**config.mk**
```make
export PLATFORM = sky130hd
export DESIGN_NAME = key_value_cache_replacement_unit
export DESIGN_NICKNAME = d
export VERILOG_FILES = /design/src/sv/kvcr_pkg.sv /design/src/sv/key_value_cache_replacement_unit.sv
export SDC_FILE = /design/constraint.sdc
export NUM_CORES = 1
export LEC_CHECK = 0
export ABC_AREA = 1
export BUFFER_PORTS_ARGS = -buffer_cell sky130_fd_sc_hd__buf_2
export CORE_MARGIN = 2
export CORE_UTILIZATION = 43
export CTS_CLUSTER_DIAMETER = 150
export DETAILED_ROUTE_END_ITERATION = 12
export GPL_ROUTABILITY_DRIVEN = 0
export PLACE_DENSITY = 0.65
export SETUP_SLACK_MARGIN = 0.4
export SLEW_MARGIN = 20
export SYNTH_ARGS = -nofsm -noshare
export SYNTH_HDL_FRONTEND = slang
export SYNTH_SLANG_ARGS = --single-unit
```
**constraint.sdc**
```tcl
create_clock -name clk -period 7.2 [get_ports clk]
set_clock_uncertainty 0.05 [all_clocks]
set_input_delay 0.36 -clock clk [delete_from_list [all_inputs] [get_ports clk]]
set_output_delay 0.36 -clock clk [all_outputs]
set_load 0.1 [all_outputs]
```
**src/sv/kvcr_pkg.sv**
```systemverilog
package kvcr_pkg;

    // Configuration port layout.
    localparam int CFG_IDX_W  = 1;
    localparam int CFG_DATA_W = 3;
    localparam int CAP_W      = 3;
    localparam int POLICY_W   = 2;
    localparam int STATUS_W   = 3;

    localparam logic [CFG_IDX_W-1:0] CFG_POLICY   = 1'd0;
    localparam logic [CFG_IDX_W-1:0] CFG_CAPACITY = 1'd1;

    localparam logic [CAP_W-1:0] CAP_RESET = 3'd4;

    typedef enum logic [POLICY_W-1:0] {
        POL_LRU  = 2'd0,
        POL_LFU  = 2'd1,
        POL_FIFO = 2'd2
    } policy_t;

    typedef enum logic [STATUS_W-1:0] {
        ST_MISS     = 3'd0,
        ST_HIT      = 3'd1,
        ST_INSERTED = 3'd2,
        ST_UPDATED  = 3'd3,
        ST_EVICTED  = 3'd4
    } status_t;

endpackage

```
**src/sv/key_value_cache_replacement_unit.sv**
```systemverilog
// Fully associative key-value store with LRU, LFU or FIFO replacement.
//
// Input channel (s_t*): one item is a get or a put. s_tuser carries the
// action, s_tdata the key and the value. Output channel (m_t*): exactly one
// result item per input item, in order. m_tuser carries the status,
// m_tdata the read value and the evicted key.
// Configuration channel (cfg_*): cfg_index 0 selects the policy (a valid
// code clears the store, the unused code is dropped), cfg_index 1 sets how
// many entries may be valid before a put of a new key must evict. Writes
// are taken at any time but are meant for an idle block.
//
// An item is captured in the input register; the parallel key match, the
// victim search and the state update then load the result register.
// Throughput is one item per cycle while the receiver takes results, set
// by the combinational match and victim compare over all entries.
// When the receiver stalls, the result register holds; the input register
// still takes one more item, and only then does s_tready drop.
// Reset empties the store, selects LRU and sets the capacity to four.
module key_value_cache_replacement_unit
    import kvcr_pkg::*;
#(
    parameter int ENTRIES    = 4,
    parameter int KEY_BITS   = 32,
    parameter int VALUE_BITS = 32,
    parameter int COUNT_BITS = 16
)
(
    input  logic                                          clk,
    input  logic                                          rst_n,
    // Request items.
    input  logic                                          s_tvalid,
    output logic                                          s_tready,
    input  logic [((KEY_BITS + VALUE_BITS + 7) / 8) * 8 - 1:0] s_tdata,  // lookup_key, put_value
    input  logic [0:0]                                    s_tuser,  // action
    // Result items.
    output logic                                          m_tvalid,
    input  logic                                          m_tready,
    output logic [((KEY_BITS + VALUE_BITS + 7) / 8) * 8 - 1:0] m_tdata,  // read_value, victim_key
    output logic [STATUS_W-1:0]                           m_tuser,  // status
    // Register writes.
    input  logic                                          cfg_valid,
    output logic                                          cfg_ready,
    input  logic [CFG_IDX_W-1:0]                          cfg_index,
    input  logic [CFG_DATA_W-1:0]                         cfg_data
);

    localparam int DATA_W = ((KEY_BITS + VALUE_BITS + 7) / 8) * 8;
    // Ranks of the valid entries are kept dense: 0 newest, used-1 oldest.
    localparam int RANK_W = $clog2(ENTRIES);
    localparam int USED_W = $clog2(ENTRIES + 1);
    localparam int CMP_W  = (USED_W > CAP_W) ? USED_W : CAP_W;

    // Store.
    logic [ENTRIES-1:0]    valid_reg, valid_next;
    logic [KEY_BITS-1:0]   key_reg   [ENTRIES];
    logic [KEY_BITS-1:0]   key_next  [ENTRIES];
    logic [VALUE_BITS-1:0] value_reg [ENTRIES];
    logic [VALUE_BITS-1:0] value_next[ENTRIES];
    logic [RANK_W-1:0]     rank_reg  [ENTRIES];
    logic [RANK_W-1:0]     rank_next [ENTRIES];
    logic [COUNT_BITS-1:0] count_reg [ENTRIES];
    logic [COUNT_BITS-1:0] count_next[ENTRIES];
    logic [USED_W-1:0]     used_reg, used_next;

    // Configuration.
    policy_t            policy_reg, policy_next;
    logic [CAP_W-1:0]   cap_reg, cap_next;

    // Input register.
    logic                  in_vld_reg;
    logic                  in_put_reg;
    logic [KEY_BITS-1:0]   in_key_reg;
    logic [VALUE_BITS-1:0] in_value_reg;

    // Result register.
    logic                  out_vld_reg;
    status_t               out_status_reg, out_status_next;
    logic [VALUE_BITS-1:0] out_rvalue_reg, out_rvalue_next;
    logic [KEY_BITS-1:0]   out_victim_reg, out_victim_next;

    logic out_ready;
    logic advance;
    logic cfg_write;

    // Lookup and victim search.
    logic [ENTRIES-1:0]    hit_vec;
    logic                  hit_any;
    logic [VALUE_BITS-1:0] hit_value;
    logic [RANK_W-1:0]     hit_rank;
    logic [ENTRIES-1:0]    free_vec;
    logic [ENTRIES-1:0]    victim_vec;
    logic [KEY_BITS-1:0]   victim_key;
    logic [RANK_W-1:0]     victim_rank;
    logic [ENTRIES-1:0]    ins_vec;
    logic [CAP_W-1:0]      cap_eff;
    logic                  need_evict;
    logic                  do_insert;
    logic                  do_evict;
    logic                  do_reorder;

    assign out_ready = !out_vld_reg || m_tready;
    assign advance   = in_vld_reg && out_ready;
    assign s_tready  = !in_vld_reg || out_ready;
    assign cfg_ready = 1'b1;
    assign cfg_write = cfg_valid && cfg_ready;

    assign m_tvalid = out_vld_reg;
    assign m_tuser  = out_status_reg;
    assign m_tdata  = DATA_W'({out_victim_reg, out_rvalue_reg});

    // Key match; keys of valid entries are unique, so at most one hits.
    always_comb
    begin
        hit_value = '0;
        hit_rank  = '0;
        for (int j = 0; j < ENTRIES; j++)
        begin
            hit_vec[j] = valid_reg[j] && (key_reg[j] == in_key_reg);
            if (hit_vec[j])
            begin
                hit_value = hit_value | value_reg[j];
                hit_rank  = hit_rank | rank_reg[j];
            end
        end
        hit_any = |hit_vec;
    end

    // Lowest free entry: isolate the lowest set bit of the invalid mask.
    assign free_vec = ~valid_reg & (valid_reg + ENTRIES'(1));

    // Victim: the one valid entry that beats every other valid entry.
    always_comb
    begin
        logic beats;
        victim_key  = '0;
        victim_rank = '0;
        for (int j = 0; j < ENTRIES; j++)
        begin
            victim_vec[j] = valid_reg[j];
            for (int k = 0; k < ENTRIES; k++)
            begin
                if (policy_reg == POL_LFU)
                begin
                    beats = (count_reg[j] < count_reg[k]) ||
                            ((count_reg[j] == count_reg[k]) && (rank_reg[j] > rank_reg[k]));
                end
                else
                begin
                    beats = rank_reg[j] > rank_reg[k];
                end
                if (k != j && valid_reg[k] && !beats)
                begin
                    victim_vec[j] = 1'b0;
                end
            end
            if (victim_vec[j])
            begin
                victim_key  = victim_key | key_reg[j];
                victim_rank = victim_rank | rank_reg[j];
            end
        end
    end

    // A capacity of zero behaves as one; above the entry count the full
    // store forces the eviction anyway.
    assign cap_eff    = (cap_reg == '0) ? CAP_W'(1) : cap_reg;
    assign need_evict = (&valid_reg) || (CMP_W'(used_reg) >= CMP_W'(cap_eff));
    assign do_insert  = in_put_reg && !hit_any;
    assign do_evict   = do_insert && need_evict;
    assign do_reorder = hit_any && (policy_reg != POL_FIFO);
    assign ins_vec    = do_evict ? victim_vec : free_vec;

    // Result.
    always_comb
    begin
        out_rvalue_next = '0;
        out_victim_next = '0;
        if (!in_put_reg)
        begin
            out_status_next = hit_any ? ST_HIT : ST_MISS;
            if (hit_any)
            begin
                out_rvalue_next = hit_value;
            end
        end
        else if (hit_any)
        begin
            out_status_next = ST_UPDATED;
        end
        else if (do_evict)
        begin
            out_status_next = ST_EVICTED;
            out_victim_next = victim_key;
        end
        else
        begin
            out_status_next = ST_INSERTED;
        end
    end

    // Store update and configuration.
    always_comb
    begin
        valid_next  = valid_reg;
        used_next   = used_reg;
        policy_next = policy_reg;
        cap_next    = cap_reg;
        for (int j = 0; j < ENTRIES; j++)
        begin
            key_next[j]   = key_reg[j];
            value_next[j] = value_reg[j];
            rank_next[j]  = rank_reg[j];
            count_next[j] = count_reg[j];
        end

        if (advance)
        begin
            for (int j = 0; j < ENTRIES; j++)
            begin
                if (hit_vec[j])
                begin
                    if (in_put_reg)
                    begin
                        value_next[j] = in_value_reg;
                    end
                    if (count_reg[j] != '1)
                    begin
                        count_next[j] = count_reg[j] + COUNT_BITS'(1);
                    end
                    if (do_reorder)
                    begin
                        rank_next[j] = '0;
                    end
                end
                else if (valid_reg[j] && do_reorder && (rank_reg[j] < hit_rank))
                begin
                    rank_next[j] = rank_reg[j] + RANK_W'(1);
                end

                if (do_insert)
                begin
                    if (ins_vec[j])
                    begin
                        valid_next[j] = 1'b1;
                        key_next[j]   = in_key_reg;
                        value_next[j] = in_value_reg;
                        rank_next[j]  = '0;
                        count_next[j] = COUNT_BITS'(1);
                    end
                    else if (valid_reg[j])
                    begin
                        // Entries older than an evicted one close the gap it
                        // leaves, then everything ages behind the new key.
                        if (do_evict && (rank_reg[j] > victim_rank))
                        begin
                            rank_next[j] = rank_reg[j];
                        end
                        else
                        begin
                            rank_next[j] = rank_reg[j] + RANK_W'(1);
                        end
                    end
                end
            end
            if (do_insert && !do_evict)
            begin
                used_next = used_reg + USED_W'(1);
            end
        end

        if (cfg_write)
        begin
            case (cfg_index)
                CFG_POLICY:
                begin
                    if (cfg_data[POLICY_W-1:0] inside {POL_LRU, POL_LFU, POL_FIFO})
                    begin
                        policy_next = policy_t'(cfg_data[POLICY_W-1:0]);
                        valid_next  = '0;
                        used_next   = '0;
                    end
                end
                CFG_CAPACITY:
                begin
                    cap_next = cfg_data[CAP_W-1:0];
                end
                default:
                begin
                    cap_next = cap_reg;
                end
            endcase
        end
    end

    // Control state.
    always_ff @(posedge clk or negedge rst_n)
    begin
        if (!rst_n)
        begin
            valid_reg   <= '0;
            used_reg    <= '0;
            policy_reg  <= POL_LRU;
            cap_reg     <= CAP_RESET;
            in_vld_reg  <= 1'b0;
            out_vld_reg <= 1'b0;
        end
        else
        begin
            valid_reg  <= valid_next;
            used_reg   <= used_next;
            policy_reg <= policy_next;
            cap_reg    <= cap_next;
            if (s_tready)
            begin
                in_vld_reg <= s_tvalid;
            end
            if (out_ready)
            begin
                out_vld_reg <= in_vld_reg;
            end
        end
    end

    // Payload.
    always_ff @(posedge clk)
    begin
        for (int j = 0; j < ENTRIES; j++)
        begin
            key_reg[j]   <= key_next[j];
            value_reg[j] <= value_next[j];
            rank_reg[j]  <= rank_next[j];
            count_reg[j] <= count_next[j];
        end
        if (s_tready && s_tvalid)
        begin
            in_put_reg   <= s_tuser[0];
            in_key_reg   <= s_tdata[KEY_BITS-1:0];
            in_value_reg <= s_tdata[KEY_BITS+VALUE_BITS-1:KEY_BITS];
        end
        if (advance)
        begin
            out_status_reg <= out_status_next;
            out_rvalue_reg <= out_rvalue_next;
            out_victim_reg <= out_victim_next;
        end
    end

    // Checks.
    a_used_matches_valid: assert property (@(posedge clk) disable iff (!rst_n)
        used_reg == USED_W'($countones(valid_reg)))
        else $error("occupancy count disagrees with valid bits");

    a_single_hit: assert property (@(posedge clk) disable iff (!rst_n)
        in_vld_reg |-> $onehot0(hit_vec))
        else $error("key present in more than one entry");

    a_one_victim: assert property (@(posedge clk) disable iff (!rst_n)
        (in_vld_reg && do_evict) |-> $onehot(victim_vec))
        else $error("eviction without a unique victim");

    a_stall_only_when_full: assert property (@(posedge clk) disable iff (!rst_n)
        !s_tready |-> (in_vld_reg && out_vld_reg && !m_tready))
        else $error("input stalled while a stage is free");

endmodule

```
# Word level (Yosys, flattened, before mapping)
# Memory sizes are Yosys's and may differ from the RTL's.
# Index checks and enable logic that the tools add are counted.
[word_totals] reg_bits=146 ram_bits=328 input_bits=74 output_inout_bits=70 memories=4
[memory_table] name="key_reg" depth=4 width=32 rd=4 rd_ports_with_merged_regs=0 write_ports=4 line="key_value_cache_replacement_unit.sv:55" rtl="logic [KEY_BITS-1:0] key_reg [ENTRIES];"
[memory_table] name="value_reg" depth=4 width=32 rd=4 rd_ports_with_merged_regs=0 write_ports=4 line="key_value_cache_replacement_unit.sv:57" rtl="logic [VALUE_BITS-1:0] value_reg [ENTRIES];"
[memory_table] name="count_reg" depth=4 width=16 rd=4 rd_ports_with_merged_regs=0 write_ports=4 line="key_value_cache_replacement_unit.sv:61" rtl="logic [COUNT_BITS-1:0] count_reg [ENTRIES];"
[memory_table] name="rank_reg" depth=4 width=2 rd=4 rd_ports_with_merged_regs=0 write_ports=4 line="key_value_cache_replacement_unit.sv:59" rtl="logic [RANK_W-1:0] rank_reg [ENTRIES];"
[classes] n_addsub=10 order_cmp=33 n_eq_ne=24 mux=135 n_bitwise=18 reduce_logical=86
[ops] cell="32-bit two-way mux" count=32
[ops] cell="128-bit two-way mux" count=2
[ops] cell="16-bit two-way mux" count=16
[ops] cell="16-bit == test" count=12
[ops] cell="16-bit < comparator" count=12
[ops] cell="32-bit OR" count=6
[ops] cell="32-bit == test" count=4
[ops] cell="2-bit two-way mux" count=36
[ops] cell="16-bit by 1-bit adder with 16-bit output, second input constant" count=4
[ops] cell="64-bit two-way mux" count=1
[ops] cell="16-bit inequality test, second input constant" count=4
[ops] cell="1-bit logical AND" count=46
[ops] cell="1-bit two-way mux" count=33
[ops] cell="2-bit > comparator" count=16
[ops] cell="3-bit two-way mux" count=9
[ops] cell="4-bit two-way mux" count=5
[ops] cell="1-bit logical NOT" count=16
[ops] cell="1-bit logical OR" count=15
[ops] cell="2-bit OR" count=6
[ops] cell="2-bit by 1-bit adder with 2-bit output, second input constant" count=4
[ops] cell="2-bit < comparator" count=4
[ops] cell="8-bit two-way mux" count=1
[ops] cell="6-bit OR reduction" count=1
[ops] cell="4-bit by 1-bit adder with 4-bit output, second input constant" count=1
[ops] cell="16 further kinds" count=20

# Longest topological paths before layout
# An unclocked memory read counts as a cell.
[logic_depth] ltp_word=24 depth_mapped=22 ltp_nobuf=22

# Least setup slack after synthesis
# Ideal clock, no wire load.
[synth_timing] path_type="reg2reg" start="register, netlist name m_tvalid" end="memory key_reg[1][0] (enable)" setup_time_ns=0.388 t_arrival_ns=7.523 required_ns=6.762 setup_slack_ns=-0.761 stages_incl_launch_ff=6 n_path_buf=0 period_less_slack_ns=7.961 path_cell_list="dfrtp_1 > nand2_1 > nand2_1 > inv_1 > nand3_1 > inv_1"
[synth_rtl] item="end, declared" line="key_value_cache_replacement_unit.sv:55"

==> impl_metrics.tcl <==
set metrics [dict create \
    cts_root_buf "clkbuf_16" \
    r2r_cells 14 \
    hold_depth 3 \
    clkTransAtPathRegs_ns 0.06 \
    min_from "cfg_data[0]" \
    reg2reg_slack_ns 2.49 \
    postCtsSetupRepairBufs 0 \
    drv_slew 0 \
    seqPwrFrac_pct 42.1 \
    final_cell_mix "nand2_1, inv_1, edfxtp_1, nor2_1, buf_2" \
    dp_hpwl_mm 55.5 \
    total_power_uw 9230 \
    synth_top_cell_by_area "edfxtp_1" \
    startpoint_type "flip-flop" \
    rows 94 \
    power_density_nw_per_um2 284 \
    dr_wl_met3_mm 6.24 \
    synthTopCellsByArea "edfxtp_1, nand2_1, inv_1" \
    drive_above_1_share_pct 9.23 \
    synth.cell_area_um2 28500 \
    wl_per_cell_um 18.2 \
    p_leak_uw 0.0146 \
    cts_made_buffers 53 \
    clockBufferDepth 3 \
    rr_endpoint "key_reg[3][15]" \
    core_um2 65600 \
    rsz0062_at_grt "no" \
    drt_first_pass_iters 7 \
    multi_input_area_um2 11300 \
    setup_viol 0 \
    peakVddDrop_v 0.000186 \
    min_period_over_period_pct 65.4 \
    diodes 0 \
    outcome "finished, final reports clean" \
    hold_buffers 71 \
    fmax_ghz 0.212 \
    clk_latency_ns 0.62 \
    via_per_inst 5.31 \
    synth_edf_count 460 \
    worstReg2RegStart "in_key_reg[30]" \
    io_pins 144 \
    syn_inst 3408 \
    path_max_fanout 36 \
    p_int_uw 5920 \
    met2_length_mm 36.5 \
    fin_crit_ns 4.71 \
    synth.distinct_cells 49 \
    tns_ns 0 \
    p_sw_uw 3310 \
    wl_met1_mm 36.4 \
    syn_avg_cell_area_um2 8.36 \
    final_common_cell "nand2_1" \
    tightest_slew_ns 1.02 \
    vias 23900 \
    start_util_pct 43.4 \
    worstPathRequired_ns 7.45 \
    routed_wl_mm 82.1 \
    synth_ff_type "edfxtp_1" \
    highest-signal-layer "met4" \
    grt_start_max_net_pins 170 \
    antenna_found_initial 2 \
    drc 0 \
    fill_cells 6235 \
    track_usage_pct 23.8 \
    die_h_um 261 \
    clock_power_share_pct 29.5 \
    ys_warn_count 0 \
    first_global_vias 22500 \
    ant_nets 0 \
    max_slew_margin_pct 31.7 \
    async_reset_ff_share_pct 2.95 \
    hold_class "primary input to flip-flop" \
    synth-seq-area-share_pct 49.7 \
    die_area_um2 68300 \
    port-buffer-count 142 \
    register_area_um2 14200 \
    cap_viol_max_count 0 \
    die_x_um 261 \
    ys_ff_latch 474 \
    comb_power_share_pct 28.3 \
    post_cts_resized 0 \
    arrival_ns 4.96 \
    cts_sinks 474 \
    grt_first_pass_wirelength_mm 127 \
    worstSetupEndpointType "flip-flop" \
    crit_type "flip-flop to flip-flop" \
    synth_nets 3610 \
    area_growth_syn_to_layout_pct 14.1 \
    drtIter0Drc 2522 \
    whs_endpoint "policy_reg[0]" \
    yosysTopAreaCellShare_pct 48.5 \
    finalHoldViolCount 0 \
    layout.nets 3800 \
    cts_max_level 2 \
    grt_overflow_total 0 \
    p_sw_share_pct 35.8 \
    cts_tree "yes" \
]
## routing by layer
layer	up-vias	track usage, %
met5	-	0
met4	0	9.03
met3	178	3.20
li1	11700	-
met1	11100	33.9
met2	950	37.2
## cell families (layout without fill, tap and decap cells)
logic type / count (synthesis) / in the layout / share of synthesized area (%)
other: 1 / 1 / 0.0132
XOR/XNOR: 59 / 59 / 1.81
flip-flops: 474 / 474 / 49.7
multiplexers: 1 / 1 / 0.0395
adder cells (fa/ha/maj): 128 / 128 / 5.62
buffers and inverters: 794 / 1028 / 10.9
AO/OA/AOI/OAI: 557 / 557 / 11.7
AND/OR/NAND/NOR: 1394 / 1394 / 20.2
## worst max-delay path, stage by stage, from the launching register on
cell	delay [ns]
edfxtp_1	0.54
xnor2_1	0.38
nor3b_1	0.26
nand3b_1	0.15
nor2_4	0.12
buf_4	0.52
nor2_2	0.14
nand3_4	0.15
inv_4	0.12
nand2_4	0.40
nand2_1	0.14
nand2_1	0.15
nand3_1	0.12
inv_1	0.69
buf_4	0.41
## power by group through the flow
| stage | Combinational [µW] | Clock (µW) | Sequential [µW] |
|---|---|---|---|
| floorplan | 1630 | 0 | 4220 |
| global placement | 2500 | 0 | 3920 |
| detailed placement | 2550 | 0 | 3930 |
| CTS | 2600 | 2780 | 3880 |
| global route | 2950 | 2870 | 3930 |
| finish | 2620 | 2730 | 3890 |
## Yosys cell counts, types with 32 or more instances
cell,n
nand2_1,845
inv_1,635
edfxtp_1,460
nor2_1,285
nand3_1,138
o22ai_1,130
ha_1,128
o21ai_1,126
a21oi_1,92
o21ai_0,87
clkbuf_1,60
inv_2,43
nand4_1,40
o211ai_1,39
xor2_1,39
a41oi_1,33
a221oi_1,32
nor3_1,32
## worst max path at each step
stage / startpoint / endpoint / slack [ns] / depth (start not counted)
2_1_floorplan: m_tvalid / key_reg[1][0] / 1.01 / 5
3_3_place_gp: in_key_reg[12] / key_reg[0][9] / 2.58 / 13
3_5_place_dp: in_key_reg[12] / key_reg[0][9] / 2.51 / 13
4_1_cts: in_key_reg[12] / key_reg[0][12] / 2.48 / 13
5_1_grt: in_key_reg[30] / value_reg[0][16] / 2.19 / 15
6_report: in_key_reg[30] / key_reg[3][15] / 2.49 / 14
## per-stage QoR
stage	instances	utilization, %	hold slack, ns	worst slack (ns)	area [µm²]
6_report	4506	49.5	0.0372	2.49	32500
3_3_place_gp	4335	45.7	0.232	2.58	30000
4_1_cts	4505	49.5	0.00908	2.48	32500
3_5_place_dp	4335	45.7	0.235	2.51	30000
5_1_grt	4506	49.5	0.0520	2.19	32500
2_1_floorplan	3408	-	0.0144	1.01	28500
## layout make-up
type,count,area share [%]
clock inverter,33,1.03
clock buffer,66,4.33
sequential,474,43.6
inverter,690,7.99
tap,864,3.33
multi-input combinational,2140,34.6
timing repair buffer,239,5.08
No activity file was read; power rests on OpenSTA's default activity.
